--- src/sv/swg_pkg.sv ---
`default_nettype none

package swg_pkg;

	// Default values of the top-level parameters.
	localparam int DEF_SAMPLE_BITS         = 8;
	localparam int DEF_MAX_PERIOD          = 256;
	localparam int DEF_TICKS_PER_SAMPLE    = 2;
	localparam int DEF_QUARTER_TABLE_DEPTH = 1024;

	// Phase is a 16-bit fraction of a turn: two quadrant bits and a remainder.
	localparam int PHASE_W    = 16;
	localparam int QUADRANT_W = 2;
	localparam int REM_W      = PHASE_W - QUADRANT_W;
	localparam int PHASE_TURN = 1 << PHASE_W;
	localparam int STEP_W     = 15;

	// Sample clock divider: integer part plus a fraction in 1/256 units.
	localparam int DIV_INT_W  = 16;
	localparam int DIV_FRAC_W = 8;
	localparam int DIV_W      = DIV_INT_W + DIV_FRAC_W;

	localparam int PERIOD_FLOOR = 4;
	localparam int QUEUE_DEPTH  = 2;

	// Configuration write channel.
	localparam int CFG_INDEX_W = 2;
	localparam int CFG_DATA_W  = 16;

	typedef enum logic [CFG_INDEX_W-1:0] {
		REG_SAMPLES_PER_PERIOD = 2'd0,
		REG_PHASE_STEP         = 2'd1,
		REG_DIVIDER_INTEGER    = 2'd2,
		REG_DIVIDER_FRACTION   = 2'd3
	} cfg_reg_t;

	// Fixed-point constants of the sine table.
	localparam logic [63:0] ONE_Q30     = 64'd1073741824;
	localparam logic [63:0] HALF_PI_Q30 = 64'd1686629713;

endpackage

`default_nettype wire

--- src/sv/swg_job_if.sv ---
`default_nettype none

interface swg_job_if import swg_pkg::*; #(
	parameter int POS_W = 8
);
	logic               valid;
	logic               ready;
	logic               new_sample;
	logic               period_start;
	logic [POS_W-1:0]   sample_position;
	logic [PHASE_W-1:0] phase;

	modport source (output valid, output new_sample, output period_start,
		output sample_position, output phase, input ready);
	modport sink   (input valid, input new_sample, input period_start,
		input sample_position, input phase, output ready);
endinterface

`default_nettype wire

--- src/sv/swg_queue.sv ---
`default_nettype none

module swg_queue import swg_pkg::*; #(
	parameter int POS_W = 8
) (
	input  wire logic   clk,
	input  wire logic   arst_n,
	swg_job_if.sink     push_ch,
	swg_job_if.source   pop_ch
);

	localparam int PTR_W = $clog2(QUEUE_DEPTH);
	localparam int CNT_W = $clog2(QUEUE_DEPTH + 1);

	logic               new_sample_q   [QUEUE_DEPTH];
	logic               period_start_q [QUEUE_DEPTH];
	logic [POS_W-1:0]   position_q     [QUEUE_DEPTH];
	logic [PHASE_W-1:0] phase_q        [QUEUE_DEPTH];

	logic [PTR_W-1:0] wr_ptr_q;
	logic [PTR_W-1:0] rd_ptr_q;
	logic [CNT_W-1:0] count_q;
	logic             push;
	logic             pop;

	assign push_ch.ready = (count_q != CNT_W'(QUEUE_DEPTH));
	assign push          = push_ch.valid && push_ch.ready;
	assign pop           = pop_ch.valid && pop_ch.ready;

	assign pop_ch.valid           = (count_q != '0);
	assign pop_ch.new_sample      = new_sample_q[rd_ptr_q];
	assign pop_ch.period_start    = period_start_q[rd_ptr_q];
	assign pop_ch.sample_position = position_q[rd_ptr_q];
	assign pop_ch.phase           = phase_q[rd_ptr_q];

	always_ff @(posedge clk) begin
		if (push) begin
			new_sample_q[wr_ptr_q]   <= push_ch.new_sample;
			period_start_q[wr_ptr_q] <= push_ch.period_start;
			position_q[wr_ptr_q]     <= push_ch.sample_position;
			phase_q[wr_ptr_q]        <= push_ch.phase;
		end
	end

	always_ff @(posedge clk or negedge arst_n) begin
		if (!arst_n) begin
			wr_ptr_q <= '0;
			rd_ptr_q <= '0;
			count_q  <= '0;
		end else begin
			if (push) begin
				wr_ptr_q <= wr_ptr_q + PTR_W'(1);
			end
			if (pop) begin
				rd_ptr_q <= rd_ptr_q + PTR_W'(1);
			end
			if (push && !pop) begin
				count_q <= count_q + CNT_W'(1);
			end else if (pop && !push) begin
				count_q <= count_q - CNT_W'(1);
			end
		end
	end

	a_count_bound: assert property (@(posedge clk) disable iff (!arst_n)
		push && !pop |=> count_q == $past(count_q) + CNT_W'(1))
		else $error("queue fill count out of step with pushes");

endmodule

`default_nettype wire

--- src/flat_wrapper.sv ---
// flat-port wrapper written by rule: the top's interface ports become plain ports
module swg_queue_flat import swg_pkg::*;
#(
	parameter int POS_W = 8
)
  (clk, arst_n, push_ch_valid, push_ch_new_sample, push_ch_period_start, push_ch_sample_position, push_ch_phase, push_ch_ready, pop_ch_valid, pop_ch_new_sample, pop_ch_period_start, pop_ch_sample_position, pop_ch_phase, pop_ch_ready);
  swg_job_if #(.POS_W(POS_W)) push_ch_i ();
  swg_job_if #(.POS_W(POS_W)) pop_ch_i ();
  input  wire logic clk;
  input  wire logic arst_n;
  input wire logic [$bits(push_ch_i.valid)-1:0] push_ch_valid;
  input wire logic [$bits(push_ch_i.new_sample)-1:0] push_ch_new_sample;
  input wire logic [$bits(push_ch_i.period_start)-1:0] push_ch_period_start;
  input wire logic [$bits(push_ch_i.sample_position)-1:0] push_ch_sample_position;
  input wire logic [$bits(push_ch_i.phase)-1:0] push_ch_phase;
  output wire logic [$bits(push_ch_i.ready)-1:0] push_ch_ready;
  output wire logic [$bits(pop_ch_i.valid)-1:0] pop_ch_valid;
  output wire logic [$bits(pop_ch_i.new_sample)-1:0] pop_ch_new_sample;
  output wire logic [$bits(pop_ch_i.period_start)-1:0] pop_ch_period_start;
  output wire logic [$bits(pop_ch_i.sample_position)-1:0] pop_ch_sample_position;
  output wire logic [$bits(pop_ch_i.phase)-1:0] pop_ch_phase;
  input wire logic [$bits(pop_ch_i.ready)-1:0] pop_ch_ready;
  assign push_ch_i.valid = push_ch_valid;
  assign push_ch_i.new_sample = push_ch_new_sample;
  assign push_ch_i.period_start = push_ch_period_start;
  assign push_ch_i.sample_position = push_ch_sample_position;
  assign push_ch_i.phase = push_ch_phase;
  assign push_ch_ready = push_ch_i.ready;
  assign pop_ch_valid = pop_ch_i.valid;
  assign pop_ch_new_sample = pop_ch_i.new_sample;
  assign pop_ch_period_start = pop_ch_i.period_start;
  assign pop_ch_sample_position = pop_ch_i.sample_position;
  assign pop_ch_phase = pop_ch_i.phase;
  assign pop_ch_i.ready = pop_ch_ready;
  swg_queue #(.POS_W(POS_W)) u_core (.clk(clk), .arst_n(arst_n), .push_ch(push_ch_i), .pop_ch(pop_ch_i));
endmodule
--- config.mk ---
export PLATFORM = sky130hd
export DESIGN_NAME = swg_queue_flat
export DESIGN_NICKNAME = d
export VERILOG_FILES = /design/src/sv/swg_pkg.sv /design/src/sv/swg_job_if.sv /design/src/sv/swg_queue.sv /design/src/flat_wrapper.sv
export SDC_FILE = /design/constraint.sdc
export NUM_CORES = 1
export LEC_CHECK = 0
export ABC_AREA = 1
export BUFFER_PORTS_ARGS = -buffer_cell sky130_fd_sc_hd__buf_2
export CAP_MARGIN = 20
export CORE_MARGIN = 10
export CORE_UTILIZATION = 35
export DETAILED_ROUTE_END_ITERATION = 7
export PLACE_DENSITY_LB_ADDON = 0.2
export SETUP_SLACK_MARGIN = 0.1
export SLEW_MARGIN = 10
export SYNTH_ARGS = -nofsm -noshare
export SYNTH_HDL_FRONTEND = slang
export SYNTH_SLANG_ARGS = --single-unit
--- constraint.sdc ---
create_clock -name clk -period 5.93 [get_ports clk]
set_clock_uncertainty 0.15 [all_clocks]
set_input_delay 1.186 -clock clk [delete_from_list [all_inputs] [get_ports clk]]
set_output_delay 1.186 -clock clk [all_outputs]
set_load 0.02 [all_outputs]
==> summary.md, run 1 <==
| Metric | Value |
|---|---|
| Outcome | completed |
| Crit-path leading delay family | flip-flops |
| CTS root buf | clkbuf_8 |
| Fraction of registers with async set/reset | 0.0714 |
| Worst hold path class | flip-flop to flip-flop |
| Slew Limit Fails | 0 |
| Die height | roughly 98 um |
| Post-Syn Nets | between 150 and 200 |
| Worst-path cell chain | buf_8, inv_8, nand2_1, nand2_1, buf_2 |
| Area grow syn2layout | 21.0% |
| Synth warn | 0 |
| CTS Hold Buffers Added | 0 |
| Setup repair bufs after CTS | 0 |
| Cell Count, Final, Fillers Out | approximately 300 |
| CTS max path bufs | 2 |
| Post-DP Area | 2500 sq um |
| GP Congestion | 0.693 |
| Vias/cell | between 4 and 5 |
| CP Max Fanout | 27 |
| CP max stage delay | ~0.72 ns |
| Clock latency at the later pin of the worst-skew pair | about 0.3 ns |
| DRC | 0 |
| EDFF count, synth | 52 |
| Worst slew pin tran | between 0.5 and 0.6 ns |
| Setup-failing EPs final | 0 |
| Crit path kind | flip-flop to output pin |
| CTS tree | yes |
| Area leader, netlist | edfxtp_1 |
| Top cells by count, synth | nand2_1 (80), edfxtp_1 (52), nand2_2 (8) |
| WL final | approximately 4200 um |
| Grt total ovfl | 0 |
| Clock transition at the registers of the reported paths | ~0.090 ns |
| Layout cells sized above 1 | 0.348 |
| Fin area | 2610 sq um |
| Routed Antenna Nets | 0 |
| Initial antenna violation count | 0 |
| Worst Path Arrival | 1.64 ns |
| H-tree depth reported by CTS | 2 |
| DR WL/cell | roughly 14 um |
| Post-synth top area share | 0.724 |
| 1st-iter DRT viols | 60 |
| Area contributors post-synth | edfxtp_1 (72%), nand2_1 (14%), dfrtp_1 (4.6%) |
| Overall Global Routing Usage | 0.0841 |
| Worst IR Drop VDD | between 0.2 and 0.3 mV |
| Final hold vios | 0 |
| # Max-Cap Violations | 0 |
| Port bufs | 57 |
| TNS Setup | 0 ns |
| #FFs+latches synth | 56 |
| Post-Syn Instances | ~160 |
| Worst setup margin | 2.95 ns |
| Post-layout util | 0.438 |
| Period utilisation layout | 0.503 |
| Relative slew slack | 0.607 |
| Initial core utilization | 0.362 |
| Post-Syn Area | 2160 sq um |
| F_max | 336 MHz |
| Leakage power | approximately 1.1 nW |
| DPL Wire Length | about 2800 um |
| First-pass GRT wire length | approximately 6500 um |
| Vias | approximately 1300 |
| WHS | about 0.37 ns |
| Setup WS pre-CTS | just under 3 ns |
| Die X | 98.5 um |
| # diodes | 0 |
| Power per standard cell area | 500 nW/um^2 |
| Row count | 28 |
| Fin crit period | ~3.0 ns |
| Worst path most repeated cell | nand2_1 |
| Seq/Total Area, Yosys | 0.771 |
| RSZ-0062 raised after global routing | no |
| Post-cts resize count | 0 |
| Drt first pass iters | 4 |
| Slowest-stage cell, CP | dfrtp_1 |
| Design Power | 1.30 mW |
| I/O pin total | 58 |
| Core ar. | about 6000 sq um |
| Total clock buffers created by CTS | 5 |
| # nets final | 257 |
| Main synth FF type | edfxtp_1 |
| CP startpoint kind | flip-flop |
| Largest net degree at the start of global routing | 29 |
| Count leader, synth | nand2_1 |
| Clock sinks | 56 |
| Post-synthesis cell type count | 16 |
| Number of global-route vias before repair | between 1000 and 1500 |
| Post-Syn Area per Cell | 13.1 sq um |
| CP required | roughly 4.6 ns |
| Critical Path End Type | output pin |
| CP bufs+invs | 3 |
| Die area | 9700 sq um |
| Placed insts | 293 |
-- worst paths after layout --
kind | from | endpoint | slack, ns | depth (start not counted)
setup / recovery | u_core.rd_ptr_q | pop_ch_sample_position[7] | 2.95 | 5
hold / removal | u_core.count_q[0] | u_core.count_q[0] | 0.37 | 1
setup reg to reg | u_core.count_q[0] | u_core.phase_q[0][15] | 4.38 | 5
hold reg to reg | u_core.count_q[0] | u_core.count_q[0] | 0.37 | 1
max in group asynchronous | arst_n | u_core.rd_ptr_q | 4.98 | 1
min in group asynchronous | arst_n | u_core.count_q[0] | 0.53 | 1
-- final cells by class --
type / count / area (sq um)
clock inverters: 1 / 7.51
repair buffers: 60 / 315
well taps: 75 / 93.8
multi-input cells: 96 / 409
flip-flops and latches: 56 / 1660
fillers: 579 / 3350
clock buffers: 7 / 86.3
inverters: 7 / 33.8
-- cells by family after synthesis --
| family | share of synthesized area |
|---|---|
| and+or+nand+nor | 0.174 |
| DFF | 0.771 |
| xor gates and xnor gates | 0.00813 |
| adders and majority gates | 0.00580 |
| buffers and inverters | 0.0418 |
-- cell usage in the layout, fill, tap and decap left out --
cell and instances:
nand3_1 2, inv_1 5, clkinvlp_4 1, nand4_1 1, dfrtp_1 4, buf_2 57, nor2_2 2, buf_8 1
ha_1 1, inv_2 1, inv_8 1, xnor2_1 1, edfxtp_1 52, clkbuf_1 1, clkbuf_8 6, nand2_2 8
xor2_1 1, buf_4 2, nand2_1 80
-- state kept, by name, summed over array words and instances (netlist names) --
register               flops
u_core.new_sample_q        2
u_core.wr_ptr_q            1
u_core.phase_q            32
u_core.rd_ptr_q            1
u_core.position_q         16
u_core.count_q             2
u_core.period_start_q      2
-- where the power goes --
part           switching [mW]  internal, mW
clock network           0.114        0.0951
registers              0.0435         0.542
logic                   0.354         0.157
total                   0.511         0.794
-- routing by layer --
layer / up-vias / track usage / routed length, um
li1: 663 / - / -
met1: 580 / 0.0940 / 1790
met2: 37 / 0.142 / 2110
met3: 4 / 0.0286 / 234
met4: 0 / 0.0364 / 36
met5: - / 0 / 0
Power figures use the tool's default switching activity.
==> run 2: changes to the inputs <==
- clock period: 5.93 -> 2.58 ns (I/O delays scaled with it)
==> run 2 against run 1 <==
Effect of this change: cell count grew 1.3%; count of clock-buffer cells in the layout shrank 1; setup slack lost 2.4 ns; utilization grew 0.27 points; via count is essentially flat; cell area grew 0.62%; register-to-register slack lost 3.5 ns; sequential share of layout area shrank 0.40 points; critical path depth is the same; die area is the same; routed wire length shrank 0.26%; non-clock buffer count grew 4.
==> summary.md, run 2 (synthesis results as in run 1) <==
| Metric | Value |
|---|---|
| Critical Path End Type | output pin (unchanged) |
| Post-layout util | 0.441 (was 0.438) |
| Worst slew pin tran | 0.470 ns (was 0.590 ns) |
| Worst path most repeated cell | nand2_1 (unchanged) |
| Fillers | 575 (was 579) |
| Total clock buffers created by CTS | 5 (unchanged) |
| Setup repair bufs after CTS | 0 (unchanged) |
| First-pass GRT wire length | 6780 um (was 6480 um) |
| Power per standard cell area | 1140 nW/um^2 (was 500 nW/um^2) |
| Setup-failing EPs final | 0 (unchanged) |
| H-tree depth reported by CTS | 2 (unchanged) |
| Register area | 1660 sq um (unchanged) |
| Crit-path leading delay family | buffers and inverters (was flip-flops) |
| DR WL/cell | 13.6 um (was 13.8 um) |
| WP depth | 5 (unchanged) |
| Slew Limit Fails | 0 (unchanged) |
| Initial core utilization | 0.362 (unchanged) |
| Initial antenna violation count | 0 (unchanged) |
| Row count | 28 (unchanged) |
| CP startpoint kind | flip-flop (unchanged) |
| Most flops, register | u_core.phase_q (unchanged) |
| Period utilisation layout | 0.791 |
| Fin crit period | approximately 2 ns |
| DRC | 0 (unchanged) |
| # Max-Cap Violations | 0 (unchanged) |
| Number of global-route vias before repair | 1363 (was 1321) |
| GP Congestion | 0.709 (was 0.693) |
| Most frequent cells in the layout | nand2_1 (80), buf_2 (57), edfxtp_1 (52) (unchanged) |
| CP bufs+invs | 3 (unchanged) |
| Clock transition at the registers of the reported paths | 0.10 ns (was 0.09 ns) |
| Worst-path cell chain | buf_4, inv_8, nand2_1, nand2_1, buf_2 (was buf_8, inv_8, nand2_1, nand2_1, buf_2) |
| WL final | 4170 um (was 4180 um) |
| Die area | 9700 sq um (unchanged) |
| CP max stage delay | 0.39 ns (was 0.72 ns) |
| Clock sinks | 56 (unchanged) |
| Worst hold stages | 1 (unchanged) |
| Overall Global Routing Usage | 0.0872 (was 0.0841) |
| CP Max Fanout | 27 (unchanged) |
| CTS tree | yes (unchanged) |
| Clock latency at the later pin of the worst-skew pair | 0.30 ns (about the same) |
| Largest register FFs | 32 (unchanged) |
| Worst IR Drop VDD | 0.444 mV (was 0.263 mV) |
| Vias/cell | 4.19 (was 4.25) |
| Multi-input gate area | 409 sq um (unchanged) |
| CTS max path bufs | 2 (unchanged) |
| Routed Antenna Nets | 0 (unchanged) |
| Cell Count, Final, Fillers Out | 306 (was 302) |
| Port bufs | 57 (unchanged) |
| Drt first pass iters | 4 (unchanged) |
| Placed insts | 297 (was 293) |
| CP required | 1.91 ns (was 4.59 ns) |
| F_max | 490 MHz |
| Largest net degree at the start of global routing | 28 (was 29) |
| Final hold vios | 0 (unchanged) |
| # nets final | 261 (was 257) |
| CTS root buf | clkbuf_8 (unchanged) |
| Post-cts resize count | 0 (unchanged) |
| TNS Setup | 0 ns (unchanged) |
| Area grow syn2layout | 21.7% (was 21.0%) |
| Die X | 98.5 um (unchanged) |
| Relative slew slack | 0.686 (was 0.607) |
| Most common cell after layout, fill and taps aside | nand2_1 (unchanged) |
| # diodes | 0 (unchanged) |
| Biggest regs | u_core.phase_q (32), u_core.position_q (16) (unchanged) |
| I/O pin total | 58 (unchanged) |
| Core ar. | 5960 sq um (unchanged) |
| 1st-iter DRT viols | 73 (was 60) |
| DPL Wire Length | 3020 um (was 2810 um) |
| R2R cell count | 5 (unchanged) |
| Vias | 1283 (was 1284) |
| Outcome | completed (unchanged) |
| Crit path kind | flip-flop to output pin (unchanged) |
| Grt total ovfl | 0 (unchanged) |
| Worst hold path class | primary input to flip-flop (was flip-flop to flip-flop) |
| Leakage power | 1.15 nW (was 1.14 nW) |
| RSZ-0062 raised after global routing | no (unchanged) |
| Die height | 98.5 um (unchanged) |
| Worst Path Arrival | 1.37 ns (was 1.64 ns) |
| Slowest-stage cell, CP | dfrtp_1 (unchanged) |
| Layout cells sized above 1 | 0.355 (was 0.348) |
| CTS Hold Buffers Added | 1 (was 0) |
==> run 2: path summary, 6_finish.rpt <==
path                                        start                     to  slack, ns
worst max-delay path              u_core.rd_ptr_q        pop_ch_phase[2]       0.54
worst min-delay path            push_ch_phase[10]  u_core.phase_q[1][10]       0.25
worst max register to register  u_core.count_q[0]  u_core.phase_q[1][15]       0.85
worst min register to register  u_core.count_q[0]      u_core.count_q[0]       0.37
max in group asynchronous                  arst_n      u_core.count_q[0]       1.77
min in group asynchronous                  arst_n        u_core.wr_ptr_q       0.39
==> run 2: routing by layer <==
metal | part of all wire | GRT usage
met5 | 0 | 0
met1 | 0.42 | 0.0973
met4 | 0.011 | 0.0298
met2 | 0.51 | 0.147
met3 | 0.059 | 0.0356
==> run 2: power breakdown <==
group | internal (mW) | switching [mW] | total (mW)
clock network | 0.190 | 0.263 | 0.453
registers | 1.24 | 0.0616 | 1.31
logic | 0.374 | 0.850 | 1.22
==> run 2: area by class of cell <==
type,instances,area share
repair buffers,64,0.130
clock inverters,2,0.00477
clock buffers,6,0.0277
flip-flops and latches,56,0.633
well taps,75,0.0358
multi-input cells,96,0.156
inverters,7,0.0129
==> run 2: stage by stage <==
stage          worst slack [ns]  hold slack [ns]  area, sq um  power, mW
2_1_floorplan             0.257           0.0704         2160       2.20
3_3_place_gp              0.752            0.180         2530       2.58
3_5_place_dp              0.739            0.182         2530       2.59
4_1_cts                   0.499            0.239         2620       3.04
5_1_grt                   0.420            0.233         2620       3.21
6_report                  0.539            0.249         2620       2.98
